### src/design/cau_pkg.sv
package cau_pkg;

  // Operation codes carried in the mode field of an input beat.
  localparam int MODE_W = 3;

  typedef logic [MODE_W-1:0] mode_t;

  localparam mode_t MODE_ADD      = 3'd0;
  localparam mode_t MODE_SUB      = 3'd1;
  localparam mode_t MODE_SCALE_RE = 3'd2;
  localparam mode_t MODE_SCALE_IM = 3'd3;
  localparam mode_t MODE_MUL      = 3'd4;
  localparam mode_t MODE_MAG      = 3'd5;

endpackage

### src/design/cau_in_if.sv
interface cau_in_if #(
  parameter int DATA_WIDTH = 16
);

  logic                         valid;
  logic                         ready;
  cau_pkg::mode_t               mode;
  logic signed [DATA_WIDTH-1:0] a_re;
  logic signed [DATA_WIDTH-1:0] a_im;
  logic signed [DATA_WIDTH-1:0] b_re;
  logic signed [DATA_WIDTH-1:0] b_im;

  modport source (output valid, mode, a_re, a_im, b_re, b_im, input ready);
  modport sink   (input valid, mode, a_re, a_im, b_re, b_im, output ready);

endinterface

### src/design/cau_out_if.sv
interface cau_out_if #(
  parameter int DATA_WIDTH = 16
);

  logic                         valid;
  logic                         ready;
  logic signed [DATA_WIDTH-1:0] res_re;
  logic signed [DATA_WIDTH-1:0] res_im;
  logic                         overflow;

  modport source (output valid, res_re, res_im, overflow, input ready);
  modport sink   (input valid, res_re, res_im, overflow, output ready);

endinterface

### src/design/cau_isqrt.sv
module cau_isqrt #(
  parameter int DATA_WIDTH = 16,
  parameter int SIDE_W     = 1
) (
  input  logic                      clk,
  input  logic                      rst_n,
  input  logic                      up_valid,
  output logic                      up_ready,
  input  logic [2*DATA_WIDTH-1:0]   radicand,
  input  logic [SIDE_W-1:0]         side_in,
  output logic                      dn_valid,
  input  logic                      dn_ready,
  output logic [DATA_WIDTH-1:0]     root,
  output logic [SIDE_W-1:0]         side_out
);

  localparam int NST = DATA_WIDTH;
  localparam int RW  = DATA_WIDTH + 2;
  localparam int PW  = 2 * DATA_WIDTH;

  // One root bit per stage; each stage pulls two radicand bits into the remainder.
  logic [NST-1:0]        v_r;
  logic [NST-1:0]        adv;
  logic [RW-1:0]         rem_r  [NST];
  logic [DATA_WIDTH-1:0] root_r [NST];
  logic [PW-1:0]         rad_r  [NST];
  logic [SIDE_W-1:0]     side_r [NST];

  for (genvar j = 0; j < NST; j++) begin : g_stage
    logic                  p_valid;
    logic [RW-1:0]         p_rem;
    logic [DATA_WIDTH-1:0] p_root;
    logic [PW-1:0]         p_rad;
    logic [SIDE_W-1:0]     p_side;
    logic                  dn_adv;
    logic [RW-1:0]         rem_sh;
    logic [RW-1:0]         trial;
    logic                  take;
    logic [RW-1:0]         rem_nxt;
    logic [DATA_WIDTH-1:0] root_nxt;
    logic [PW-1:0]         rad_nxt;

    if (j == 0) begin : g_first
      assign p_valid = up_valid;
      assign p_rem   = '0;
      assign p_root  = '0;
      assign p_rad   = radicand;
      assign p_side  = side_in;
    end else begin : g_next
      assign p_valid = v_r[j-1];
      assign p_rem   = rem_r[j-1];
      assign p_root  = root_r[j-1];
      assign p_rad   = rad_r[j-1];
      assign p_side  = side_r[j-1];
    end

    if (j == NST - 1) begin : g_last_adv
      assign dn_adv = dn_ready;
    end else begin : g_mid_adv
      assign dn_adv = adv[j+1];
    end

    assign adv[j] = !v_r[j] || dn_adv;

    always_comb begin
      rem_sh   = {p_rem[DATA_WIDTH-1:0], p_rad[PW-1 -: 2]};
      trial    = {p_root, 2'b01};
      take     = (rem_sh >= trial);
      rem_nxt  = take ? (rem_sh - trial) : rem_sh;
      root_nxt = {p_root[DATA_WIDTH-2:0], take};
      rad_nxt  = {p_rad[PW-3:0], 2'b00};
    end

    always_ff @(posedge clk) begin
      if (!rst_n) begin
        v_r[j] <= 1'b0;
      end else if (adv[j]) begin
        v_r[j] <= p_valid;
      end
    end

    always_ff @(posedge clk) begin
      if (adv[j]) begin
        rem_r[j]  <= rem_nxt;
        root_r[j] <= root_nxt;
        rad_r[j]  <= rad_nxt;
        side_r[j] <= p_side;
      end
    end
  end

  assign up_ready = adv[0];
  assign dn_valid = v_r[NST-1];
  assign root     = root_r[NST-1];
  assign side_out = side_r[NST-1];

endmodule

### src/design/complex_arith_unit.sv
// Complex-number ALU on signed fixed-point words (DATA_WIDTH bits, FRAC_BITS of
// them fraction; Q8.8 by default). Each input beat on in_ch carries a mode and
// two operands A and B; each accepted beat yields exactly one result beat on
// out_ch, in order. Modes are add, subtract, scale by the real scalar b_re,
// scale by the imaginary scalar j*b_re, full complex multiply and magnitude of A.
// Products keep full precision and are shifted right arithmetically by
// FRAC_BITS (rounding toward minus infinity). Each result part saturates to the
// word range and overflow flags any saturation. Unused modes return all zeros.
// A beat passes through stages A, B and C, the square-root pipeline, which
// retires one root bit per stage, and the output register; every mode goes
// through the same stages so results leave in order. Throughput is one beat
// per cycle while out_ch takes results. Each stage keeps its own valid bit and
// advances when it is empty or its successor advances, so bubbles fill and,
// while out_ch is stalled, new beats are still taken until all DATA_WIDTH + 4
// stages hold work; nothing is dropped or repeated. A synchronous active-low
// reset empties the pipeline; no result beat is shown until new work arrives.
module complex_arith_unit #(
  parameter int DATA_WIDTH = 16,
  parameter int FRAC_BITS  = 8
) (
  input logic       clk,
  input logic       rst_n,
  cau_in_if.sink    in_ch,
  cau_out_if.source out_ch
);

  localparam int DW = DATA_WIDTH;
  localparam int PW = 2 * DATA_WIDTH;      // full product width
  localparam int WW = 2 * DATA_WIDTH + 1;  // sum of two products
  localparam int SW = DATA_WIDTH + 1;      // sum of two words
  localparam int SIDE_W = 2 * DATA_WIDTH + 2;

  localparam logic signed [DW-1:0] D_MAX = {1'b0, {(DW-1){1'b1}}};
  localparam logic signed [DW-1:0] D_MIN = {1'b1, {(DW-1){1'b0}}};
  localparam logic signed [WW-1:0] W_MAX = {{(WW-DW+1){1'b0}}, {(DW-1){1'b1}}};
  localparam logic signed [WW-1:0] W_MIN = ~W_MAX;

  // Clamp a wide signed value to the word range and report whether it clipped.
  function automatic logic [DW:0] sat_word(input logic signed [WW-1:0] v);
    logic [DW:0] r;
    if (v > W_MAX) begin
      r = {1'b1, D_MAX};
    end else if (v < W_MIN) begin
      r = {1'b1, D_MIN};
    end else begin
      r = {1'b0, v[DW-1:0]};
    end
    return r;
  endfunction

  // Handshake chain: a stage may load when it is empty or its successor moves on.
  logic a_adv, b_adv, c_adv, o_adv;
  logic sq_up_ready, sq_dn_valid;

  // Stage A: the four products (operands squared for magnitude) and add/subtract.
  logic                 a_v_r;
  cau_pkg::mode_t       a_mode_r;
  logic signed [PW-1:0] a_prr_r, a_pii_r, a_pri_r, a_pir_r;
  logic signed [SW-1:0] a_sre_r, a_sim_r;

  logic                 in_mag;
  logic signed [DW-1:0] mul_rr_b, mul_ii_b;
  logic signed [PW-1:0] prr_nxt, pii_nxt, pri_nxt, pir_nxt;
  logic signed [SW-1:0] sre_nxt, sim_nxt;

  always_comb begin
    in_mag   = (in_ch.mode == cau_pkg::MODE_MAG);
    mul_rr_b = in_mag ? in_ch.a_re : in_ch.b_re;
    mul_ii_b = in_mag ? in_ch.a_im : in_ch.b_im;
    prr_nxt  = PW'(in_ch.a_re) * PW'(mul_rr_b);
    pii_nxt  = PW'(in_ch.a_im) * PW'(mul_ii_b);
    pri_nxt  = PW'(in_ch.a_re) * PW'(in_ch.b_im);
    pir_nxt  = PW'(in_ch.a_im) * PW'(in_ch.b_re);
    if (in_ch.mode == cau_pkg::MODE_SUB) begin
      sre_nxt = SW'(in_ch.a_re) - SW'(in_ch.b_re);
      sim_nxt = SW'(in_ch.a_im) - SW'(in_ch.b_im);
    end else begin
      sre_nxt = SW'(in_ch.a_re) + SW'(in_ch.b_re);
      sim_nxt = SW'(in_ch.a_im) + SW'(in_ch.b_im);
    end
  end

  always_ff @(posedge clk) begin
    if (!rst_n) begin
      a_v_r <= 1'b0;
    end else if (a_adv) begin
      a_v_r <= in_ch.valid;
    end
  end

  always_ff @(posedge clk) begin
    if (a_adv) begin
      a_mode_r <= in_ch.mode;
      a_prr_r  <= prr_nxt;
      a_pii_r  <= pii_nxt;
      a_pri_r  <= pri_nxt;
      a_pir_r  <= pir_nxt;
      a_sre_r  <= sre_nxt;
      a_sim_r  <= sim_nxt;
    end
  end

  // Stage B: combine products per mode and drop the fraction bits. The wide
  // sum cannot wrap, so the 64-bit clamp of the arithmetic collapses into the
  // later saturation.
  logic                 b_v_r;
  logic signed [WW-1:0] b_re_r, b_im_r;
  logic [PW-1:0]        b_sq_r;
  logic                 b_mag_r;

  logic signed [WW-1:0] re_nxt, im_nxt, sum_re, sum_im;
  logic [PW-1:0]        sq_nxt;

  always_comb begin
    sum_re = '0;
    sum_im = '0;
    re_nxt = '0;
    im_nxt = '0;
    sq_nxt = $unsigned(a_prr_r) + $unsigned(a_pii_r);
    unique case (a_mode_r)
      cau_pkg::MODE_ADD, cau_pkg::MODE_SUB: begin
        re_nxt = WW'(a_sre_r);
        im_nxt = WW'(a_sim_r);
      end
      cau_pkg::MODE_SCALE_RE: begin
        sum_re = WW'(a_prr_r);
        sum_im = WW'(a_pir_r);
        re_nxt = sum_re >>> FRAC_BITS;
        im_nxt = sum_im >>> FRAC_BITS;
      end
      cau_pkg::MODE_SCALE_IM: begin
        sum_re = -WW'(a_pir_r);
        sum_im = WW'(a_prr_r);
        re_nxt = sum_re >>> FRAC_BITS;
        im_nxt = sum_im >>> FRAC_BITS;
      end
      cau_pkg::MODE_MUL: begin
        sum_re = WW'(a_prr_r) - WW'(a_pii_r);
        sum_im = WW'(a_pri_r) + WW'(a_pir_r);
        re_nxt = sum_re >>> FRAC_BITS;
        im_nxt = sum_im >>> FRAC_BITS;
      end
      default: begin
        // Magnitude is finished after the root; unused modes stay zero.
        re_nxt = '0;
        im_nxt = '0;
      end
    endcase
  end

  always_ff @(posedge clk) begin
    if (!rst_n) begin
      b_v_r <= 1'b0;
    end else if (b_adv) begin
      b_v_r <= a_v_r;
    end
  end

  always_ff @(posedge clk) begin
    if (b_adv) begin
      b_re_r  <= re_nxt;
      b_im_r  <= im_nxt;
      b_sq_r  <= sq_nxt;
      b_mag_r <= (a_mode_r == cau_pkg::MODE_MAG);
    end
  end

  // Stage C: saturate both parts; the result then rides the root pipeline.
  logic          c_v_r;
  logic [PW-1:0] c_sq_r;
  logic [SIDE_W-1:0] c_side_r;

  logic [DW:0] sat_re, sat_im;

  always_comb begin
    sat_re = sat_word(b_re_r);
    sat_im = sat_word(b_im_r);
  end

  always_ff @(posedge clk) begin
    if (!rst_n) begin
      c_v_r <= 1'b0;
    end else if (c_adv) begin
      c_v_r <= b_v_r;
    end
  end

  always_ff @(posedge clk) begin
    if (c_adv) begin
      c_sq_r   <= b_sq_r;
      c_side_r <= {b_mag_r, sat_re[DW] | sat_im[DW], sat_re[DW-1:0], sat_im[DW-1:0]};
    end
  end

  // Root pipeline: DATA_WIDTH stages, one root bit each.
  logic [DW-1:0]     sq_root;
  logic [SIDE_W-1:0] sq_side;

  cau_isqrt #(
    .DATA_WIDTH (DATA_WIDTH),
    .SIDE_W     (SIDE_W)
  ) u_isqrt (
    .clk      (clk),
    .rst_n    (rst_n),
    .up_valid (c_v_r),
    .up_ready (sq_up_ready),
    .radicand (c_sq_r),
    .side_in  (c_side_r),
    .dn_valid (sq_dn_valid),
    .dn_ready (o_adv),
    .root     (sq_root),
    .side_out (sq_side)
  );

  // Output register: a magnitude above the positive maximum saturates.
  logic                 o_v_r;
  logic signed [DW-1:0] o_re_r, o_im_r;
  logic                 o_ovf_r;

  logic                 fin_mag;
  logic signed [DW-1:0] fin_re, fin_im;
  logic                 fin_ovf;

  always_comb begin
    fin_mag = sq_side[SIDE_W-1];
    if (fin_mag) begin
      fin_ovf = sq_root[DW-1];
      fin_re  = sq_root[DW-1] ? D_MAX : $signed(sq_root);
      fin_im  = '0;
    end else begin
      fin_ovf = sq_side[SIDE_W-2];
      fin_re  = $signed(sq_side[2*DW-1:DW]);
      fin_im  = $signed(sq_side[DW-1:0]);
    end
  end

  always_ff @(posedge clk) begin
    if (!rst_n) begin
      o_v_r <= 1'b0;
    end else if (o_adv) begin
      o_v_r <= sq_dn_valid;
    end
  end

  always_ff @(posedge clk) begin
    if (o_adv) begin
      o_re_r  <= fin_re;
      o_im_r  <= fin_im;
      o_ovf_r <= fin_ovf;
    end
  end

  assign o_adv = !o_v_r || out_ch.ready;
  assign c_adv = !c_v_r || sq_up_ready;
  assign b_adv = !b_v_r || c_adv;
  assign a_adv = !a_v_r || b_adv;

  assign in_ch.ready     = a_adv;
  assign out_ch.valid    = o_v_r;
  assign out_ch.res_re   = o_re_r;
  assign out_ch.res_im   = o_im_r;
  assign out_ch.overflow = o_ovf_r;

endmodule

### src/flat_wrapper.sv
// flat-port wrapper written by rule: the top's interface ports become plain ports
module complex_arith_unit_flat 
#(
  parameter int DATA_WIDTH = 16,
  parameter int FRAC_BITS  = 8
)
  (clk, rst_n, in_ch_valid, in_ch_mode, in_ch_a_re, in_ch_a_im, in_ch_b_re, in_ch_b_im, in_ch_ready, out_ch_valid, out_ch_res_re, out_ch_res_im, out_ch_overflow, out_ch_ready);
  cau_in_if #(.DATA_WIDTH(DATA_WIDTH)) in_ch_i ();
  cau_out_if #(.DATA_WIDTH(DATA_WIDTH)) out_ch_i ();
  input logic clk;
  input logic rst_n;
  input wire logic [$bits(in_ch_i.valid)-1:0] in_ch_valid;
  input wire logic [$bits(in_ch_i.mode)-1:0] in_ch_mode;
  input wire logic [$bits(in_ch_i.a_re)-1:0] in_ch_a_re;
  input wire logic [$bits(in_ch_i.a_im)-1:0] in_ch_a_im;
  input wire logic [$bits(in_ch_i.b_re)-1:0] in_ch_b_re;
  input wire logic [$bits(in_ch_i.b_im)-1:0] in_ch_b_im;
  output wire logic [$bits(in_ch_i.ready)-1:0] in_ch_ready;
  output wire logic [$bits(out_ch_i.valid)-1:0] out_ch_valid;
  output wire logic [$bits(out_ch_i.res_re)-1:0] out_ch_res_re;
  output wire logic [$bits(out_ch_i.res_im)-1:0] out_ch_res_im;
  output wire logic [$bits(out_ch_i.overflow)-1:0] out_ch_overflow;
  input wire logic [$bits(out_ch_i.ready)-1:0] out_ch_ready;
  assign in_ch_i.valid = in_ch_valid;
  assign in_ch_i.mode = in_ch_mode;
  assign in_ch_i.a_re = in_ch_a_re;
  assign in_ch_i.a_im = in_ch_a_im;
  assign in_ch_i.b_re = in_ch_b_re;
  assign in_ch_i.b_im = in_ch_b_im;
  assign in_ch_ready = in_ch_i.ready;
  assign out_ch_valid = out_ch_i.valid;
  assign out_ch_res_re = out_ch_i.res_re;
  assign out_ch_res_im = out_ch_i.res_im;
  assign out_ch_overflow = out_ch_i.overflow;
  assign out_ch_i.ready = out_ch_ready;
  complex_arith_unit #(.DATA_WIDTH(DATA_WIDTH), .FRAC_BITS(FRAC_BITS)) u_core (.clk(clk), .rst_n(rst_n), .in_ch(in_ch_i), .out_ch(out_ch_i));
endmodule
### config.mk
export PLATFORM = sky130hd
export DESIGN_NAME = complex_arith_unit_flat
export DESIGN_NICKNAME = d
export VERILOG_FILES = /design/src/design/cau_pkg.sv /design/src/design/cau_in_if.sv /design/src/design/cau_out_if.sv /design/src/design/cau_isqrt.sv /design/src/design/complex_arith_unit.sv /design/src/flat_wrapper.sv
export SDC_FILE = /design/constraint.sdc
export NUM_CORES = 2
export LEC_CHECK = 0
export BUFFER_PORTS_ARGS = -buffer_cell sky130_fd_sc_hd__buf_4
export CAP_MARGIN = 20
export CORE_UTILIZATION = 37
export DETAILED_ROUTE_END_ITERATION = 7
export GPL_ROUTABILITY_DRIVEN = 0
export GPL_TIMING_DRIVEN = 0
export PLACE_DENSITY = 0.59
export SYNTH_ARGS = -nofsm -noshare
export SYNTH_HDL_FRONTEND = slang
export SYNTH_HIERARCHICAL = 1
export SYNTH_SLANG_ARGS = --single-unit
### constraint.sdc
create_clock -name clk -period 12.45 [get_ports clk]
set_input_delay 1.8675 -clock clk [delete_from_list [all_inputs] [get_ports clk]]
set_output_delay 1.8675 -clock clk [all_outputs]
set_load 0.01 [all_outputs]
# After elaboration in Yosys (flattened, before gate mapping)
# Memory sizes are Yosys's and may differ from the RTL's.
# Index checks and enable logic that the tools add are counted.
[totals]
output_inout_bits = 35
wordCells = 201
regBits = 383
ramBits = 1568
n_memories = 4
[mem_list]
columns = ["memory", "words", "word_bits", "read_ports", "rd_clocked_by_memory_dff", "write_ports", "line_no", "source"]
rows = [
  ["u_core.u_isqrt.side_r", 16, 34, 16, 0, 16, "cau_isqrt.sv:27", "logic [SIDE_W-1:0] side_r [NST];"],
  ["u_core.u_isqrt.rad_r", 16, 30, 15, 0, 16, "cau_isqrt.sv:26", "logic [PW-1:0] rad_r [NST];"],
  ["u_core.u_isqrt.rem_r", 16, 18, 15, 0, 16, "cau_isqrt.sv:24", "logic [RW-1:0] rem_r [NST];"],
  ["u_core.u_isqrt.root_r", 16, 16, 16, 0, 16, "cau_isqrt.sv:25", "logic [DATA_WIDTH-1:0] root_r [NST];"],
]
[op_classes]
eq_ne = 7
addsub = 24
n_reduce_logical = 42
bitwise_logic = 1
n_mul = 4
order_cmp = 20
n_mux = 61
[ops]
columns = ["cell", "n"]
rows = [
  ["$mux W18", 16],
  ["$ge A18 B18 Y1", 15],
  ["$sub A18 B18 Y18", 15],
  ["$pmux W33 S4", 2],
  ["$mul A16 B16 Y32", 4],
  ["$mux W17", 6],
  ["$gt A33 B16 Y1 const B", 2],
  ["$lt A33 B16 Y1 const B", 2],
  ["$mux W16", 3],
  ["$add A16 B16 Y17", 2],
  ["$sub A16 B16 Y17", 2],
  ["$add A32 B32 Y33", 1],
  ["$mux W1", 33],
  ["$neg A32 Y33", 1],
  ["$sub A32 B32 Y33", 1],
  ["$add A32 B32 Y32", 1],
  ["$logic_not A1 Y1", 20],
  ["$logic_or A1 B1 Y1", 20],
  ["$mux W15", 1],
  ["$eq A3 B3 Y1 const B", 3],
  ["$eq A3 B1 Y1 const B", 2],
  ["$eq A3 B2 Y1 const B", 2],
  ["$logic_not A3 Y1", 1],
  ["$sub A2 B1 Y3 const B", 1],
  ["other kinds (3)", 3],
]

# Logic depth before layout (Yosys ltp)
[logic_depth]
depth_word = 21
depth_mapped = 30
ltp_nobuf = 26

# By module
# The synthesis kept the hierarchy.
[by_module_without_submodules]
columns = ["mod", "area_per_inst_um2", "cells_per_inst", "seq_area_each_um2", "instances"]
rows = [
  ["complex_arith_unit", 58248.4, 5984, 10500.1, 1],
  ["cau_isqrt", 44562.7, 2678, 34673.3, 1],
]

# Least setup slack after synthesis
# No wires, ideal clock.
[synth_timing]
path_type = "input to output"
from = "input out_ch_ready"
to = "output in_ch_ready"
t_arrival_ns = 11.137
setup_slack_ns = -0.554
t_required_ns = 10.582
path_stages = 11
path_cell_list = "nand2b_1 > and3b_1 > clkbuf_1 > and3_1 > buf_2 > and3_1 > inv_1 > nor2_1 > nand2_1 > nor2b_1 > nand3_1"
[synth_between]
elab_chain_cells = 20
[synth_rtl]
columns = ["item", "line_no", "source"]
rows = [
  ["start, declared", "flat_wrapper.sv:23", "input wire logic [$bits(out_ch_i.ready)-1:0] out_ch_ready;"],
  ["$logic_or A1 B1 Y1", "complex_arith_unit.sv:253", "assign o_adv = !o_v_r || out_ch.ready;"],
  ["$logic_or A1 B1 Y1 (12 in a row)", "cau_isqrt.sv:63", "assign adv[j] = !v_r[j] || dn_adv;"],
  ["net u_core.u_isqrt.g_stage[3].dn_adv", "cau_isqrt.sv:35", "logic dn_adv;"],
  ["$logic_or A1 B1 Y1 (4 in a row)", "cau_isqrt.sv:63", ""],
  ["net u_core.sq_up_ready", "complex_arith_unit.sv:53", "logic sq_up_ready, sq_dn_valid;"],
  ["$logic_or A1 B1 Y1", "complex_arith_unit.sv:254", "assign c_adv = !c_v_r || sq_up_ready;"],
  ["$logic_or A1 B1 Y1", "complex_arith_unit.sv:255", "assign b_adv = !b_v_r || c_adv;"],
  ["$logic_or A1 B1 Y1", "complex_arith_unit.sv:256", "assign a_adv = !a_v_r || b_adv;"],
  ["end, declared", "flat_wrapper.sv:18", "output wire logic [$bits(in_ch_i.ready)-1:0] in_ch_ready;"],
]
# The timed path passes the listed nets, and every way through them passes these cells.

# Worst setup path after layout
[layout_timing]
from = "input in_ch_mode[1]"
to = "register u_core.a_pii_r[30] (data pin)"
[layout_between]
elab_chain_cells = 3
[layout_rtl]
columns = ["item", "line_no", "source"]
rows = [
  ["start, declared", "flat_wrapper.sv:13", "input wire logic [$bits(in_ch_i.mode)-1:0] in_ch_mode;"],
  ["$eq A3 B3 Y1", "complex_arith_unit.sv:67", "in_mag = (in_ch.mode == cau_pkg::MODE_MAG);"],
  ["$mux W16", "complex_arith_unit.sv:69", "mul_ii_b = in_mag ? in_ch.a_im : in_ch.b_im;"],
  ["$mul A16 B16 Y32", "complex_arith_unit.sv:71", "pii_nxt = PW'(in_ch.a_im) * PW'(mul_ii_b);"],
  ["net u_core.pii_nxt[30]", "complex_arith_unit.sv:63", "logic signed [PW-1:0] prr_nxt, pii_nxt, pri_nxt, pir_nxt;"],
  ["end signal, assigned", "complex_arith_unit.sv:95", "a_pii_r <= pii_nxt;"],
  ["end, declared", "complex_arith_unit.sv:58", "logic signed [PW-1:0] a_prr_r, a_pii_r, a_pri_r, a_pir_r;"],
]
# The timed path passes the listed nets, and every way through them passes these cells.
# A chain may end at the register's enable or synchronous reset.

==> metrics.yaml <==
sta:
  slew_headroom_pct: 20.5
  fin_tns_setup_ns: 0
  worst-slew-pin-transition_ns: 1.19
  setup_viol: 0
  fmax_mhz: 95.4
  finClkSkew_ns: 0.0779
  rsz0062_at_grt: "false"
  period_needed_ns: 10.48
  fin_crit_sh_pct: 84.2
  drv_slew: 0
  hold_viol: 0
logic_synthesis:
  synth-edff-count: 1491
  synthesis.instances: 8662
  ys_seq_area_share_pct: 43.9
  synth_top_area_share_pct: 43.5
  syn_area_um2: 103000
  ys_types: 104
  synthTopCellsByCount: "edfxtp_1 (1491), inv_1 (1456), fa_1 (1051)"
  syn_nets: 10400
  ys_async_sr_fraction_pct: 0
  synthFlopType: "edfxtp_1"
  ys_ff_latch: 1511
  synth_area_leaders: "edfxtp_1 (44%), fa_1 (20%), ha_1 (7.4%), inv_1 (5.3%), nand2_1 (2.6%)"
  synth_warnings: 6
  yosysMostFrequentCell: "edfxtp_1"
  yosys.area.top_type: "edfxtp_1"
  postSynthAreaPerCell_um2: 11.9
routing:
  initialDrtViolationCount: 5025
  viasPerCell: 5.06
  routedWlPerCell_um: 20.3
  vias: 64600
  routed_wirelength_um: 259000
  first_pass_iters: 8
  post-route-drc-count: 0
  final_antenna_net_count: 0
clocking:
  hold_buffers: 0
  clock_latency_ns: 0.83
  cts_num_sinks: 1511
  clkTransAtPathRegs_ns: 0.06
  clockBufferDepth: 4
  h-tree-depth: 4
  cts_setup_buffers: 0
  cts_tree: "yes"
  numCtsBuffers: 159
  root_buffer: "clkbuf_16"
  ctsResizeCount: 0
worst_setup_path:
  crit_type: "input pin to flip-flop"
  worst_ep_required_time_ns: 12.96
  critPathMaxStageDelay_ns: 0.69
  cpMostUsedCell: "fa_1"
  crit_path_top_delay_cell: "clkbuf_1"
  critPathArrivalTime_ns: 10.99
  cp-startpoint: "in_ch_mode[1]"
  crit_fanout: 10
  cp-start-kind: "input pin"
  timing.rr.start: "u_core/out_ch.valid$_SDFFE_PN0P_"
  crit_path_end_kind: "flip-flop"
die:
  die_w_um: 529
  start_util_pct: 37.2
  core-area_um2: 276000
  die_h_um: 529
  die_area_um2: 280000
  num_io_pins: 106
  rows: 193
global_routing:
  grt_pass1_wl_um: 398000
  first_global_vias: 67000
  antenna_found_initial: 11
  gr-usage-all-layers_pct: 18.6
  grt_max_degree: 75
  overflow: 0
finish:
  drive_above_1_share_pct: 5.55
  finalNetCount: 10700
  final_util_pct: 41.2
  n_fill_cell: 25900
  area_delta_synth_final_pct: 10.8
min_path:
  hp-start: "u_core/u_isqrt/side_r[0][28]$_DFFE_PP_"
  hold_class: "flip-flop to flip-flop"
place:
  dpl.hpwl_um: 206000
  portBuffers: 103
run_status:
  outcome: "finished clean"
job:
  max-cap-violations: 0
==> critical path: cells and delay by family <==
kind                     cells  cell delay (ns)
XOR/XNOR                     1             0.11
adder cells (fa/ha/maj)      7             3.37
AO/OA/AOI/OAI                9             2.19
AND/OR/NAND/NOR              4             0.86
buffers and inverters        8             2.59
==> placed cells by master (no fill, tap or decap), types with 162 or more instances in the layout <==
| cell type | netlist | layout |
|---|---|---|
| clkbuf_16 | 0 | 162 |
| fa_1 | 1051 | 1051 |
| nand2_1 | 713 | 705 |
| edfxtp_1 | 1491 | 1491 |
| clkbuf_1 | 240 | 262 |
| a21oi_1 | 330 | 330 |
| o21ai_0 | 218 | 218 |
| nor2b_1 | 234 | 234 |
| nor2_1 | 358 | 358 |
| xnor2_1 | 287 | 287 |
| and2_1 | 315 | 315 |
| ha_1 | 608 | 608 |
| inv_1 | 1456 | 1450 |
==> kinds of logic (layout without fill, tap and decap cells) <==
kind of cell               after synthesis  count (layout)  share of synthesized area [%]
AOI/OAI and AO/OA                     1117            1117                           6.98
adders and majority gates             1659            1659                           27.9
buffers and inverters                 1745            2146                           6.43
and+or+nand+nor                       2127            2127                           10.4
xor gates and xnor gates               421             421                           3.59
other                                    1               7                        0.00365
muxes                                   81              81                          0.834
DFF                                   1511            1511                           43.9
==> per-layer routing <==
layer	vias up	wire, um	track usage [%]
met4	8	14000	8.94
met1	32200	106000	23.9
met5	-	51	0
met2	2442	120000	30.4
met3	638	19100	3.32
li1	29300	-	-
==> flip-flops by register name (all words and copies together) (netlist names), 32 cells and up <==
register and cells:
u_core/u_isqrt/side_r 544, u_core/u_isqrt/rad_r 240, u_core/u_isqrt/rem_r 224, u_core/u_isqrt/root_r 136, u_core/c_side_r 34, u_core/a_pii_r 32, u_core/a_pir_r 32, u_core/a_pri_r 32
u_core/a_prr_r 32, u_core/b_sq_r 32, u_core/c_sq_r 32
==> through the flow <==
stage / hold WS (ns) / setup WS (ns) / cell area, um^2 / cells
6_report: 0.379 / 1.97 / 114000 / 12800
5_1_grt: 0.379 / 1.62 / 114000 / 12800
4_1_cts: 0.375 / 2.16 / 114000 / 12800
3_5_place_dp: 0.405 / 1.37 / 109000 / 12500
3_3_place_gp: 0.400 / -3.10 / 108000 / 12500
2_1_floorplan: 0.400 / 1.18 / 103000 / 8662
==> worst paths after layout <==
| check | to | slack (ns) | cells after the start |
|---|---|---|---|
| min | u_core/u_isqrt/side_r[0][62]$_DFFE_PP_ | 0.38 | 0 |
| max | u_core/a_pii_r[30]$_DFFE_PP_ | 1.97 | 29 |
| min reg2reg | u_core/u_isqrt/side_r[0][62]$_DFFE_PP_ | 0.38 | 0 |
| max reg2reg | u_core/a_pir_r[26]$_DFFE_PP_ | 6.36 | 13 |
==> layout make-up <==
class | instances | area (um^2) | share of cell area [%]
clock inverters | 83 | 771 | 0.677
plain buffers | 284 | 1130 | 0.993
repair buffers | 128 | 1310 | 1.15
clock buffers | 190 | 4220 | 3.70
inverters | 1461 | 5490 | 4.82
well taps | 3705 | 4640 | 4.07
multi-input cells | 5406 | 51100 | 44.9
flip-flops and latches | 1511 | 45200 | 39.7
diodes | 6 | 15.0 | 0.0132
Power is left out: the tool's default activity adds up to more than one toggle a clock period on the data nets, which glitch-free logic cannot reach.
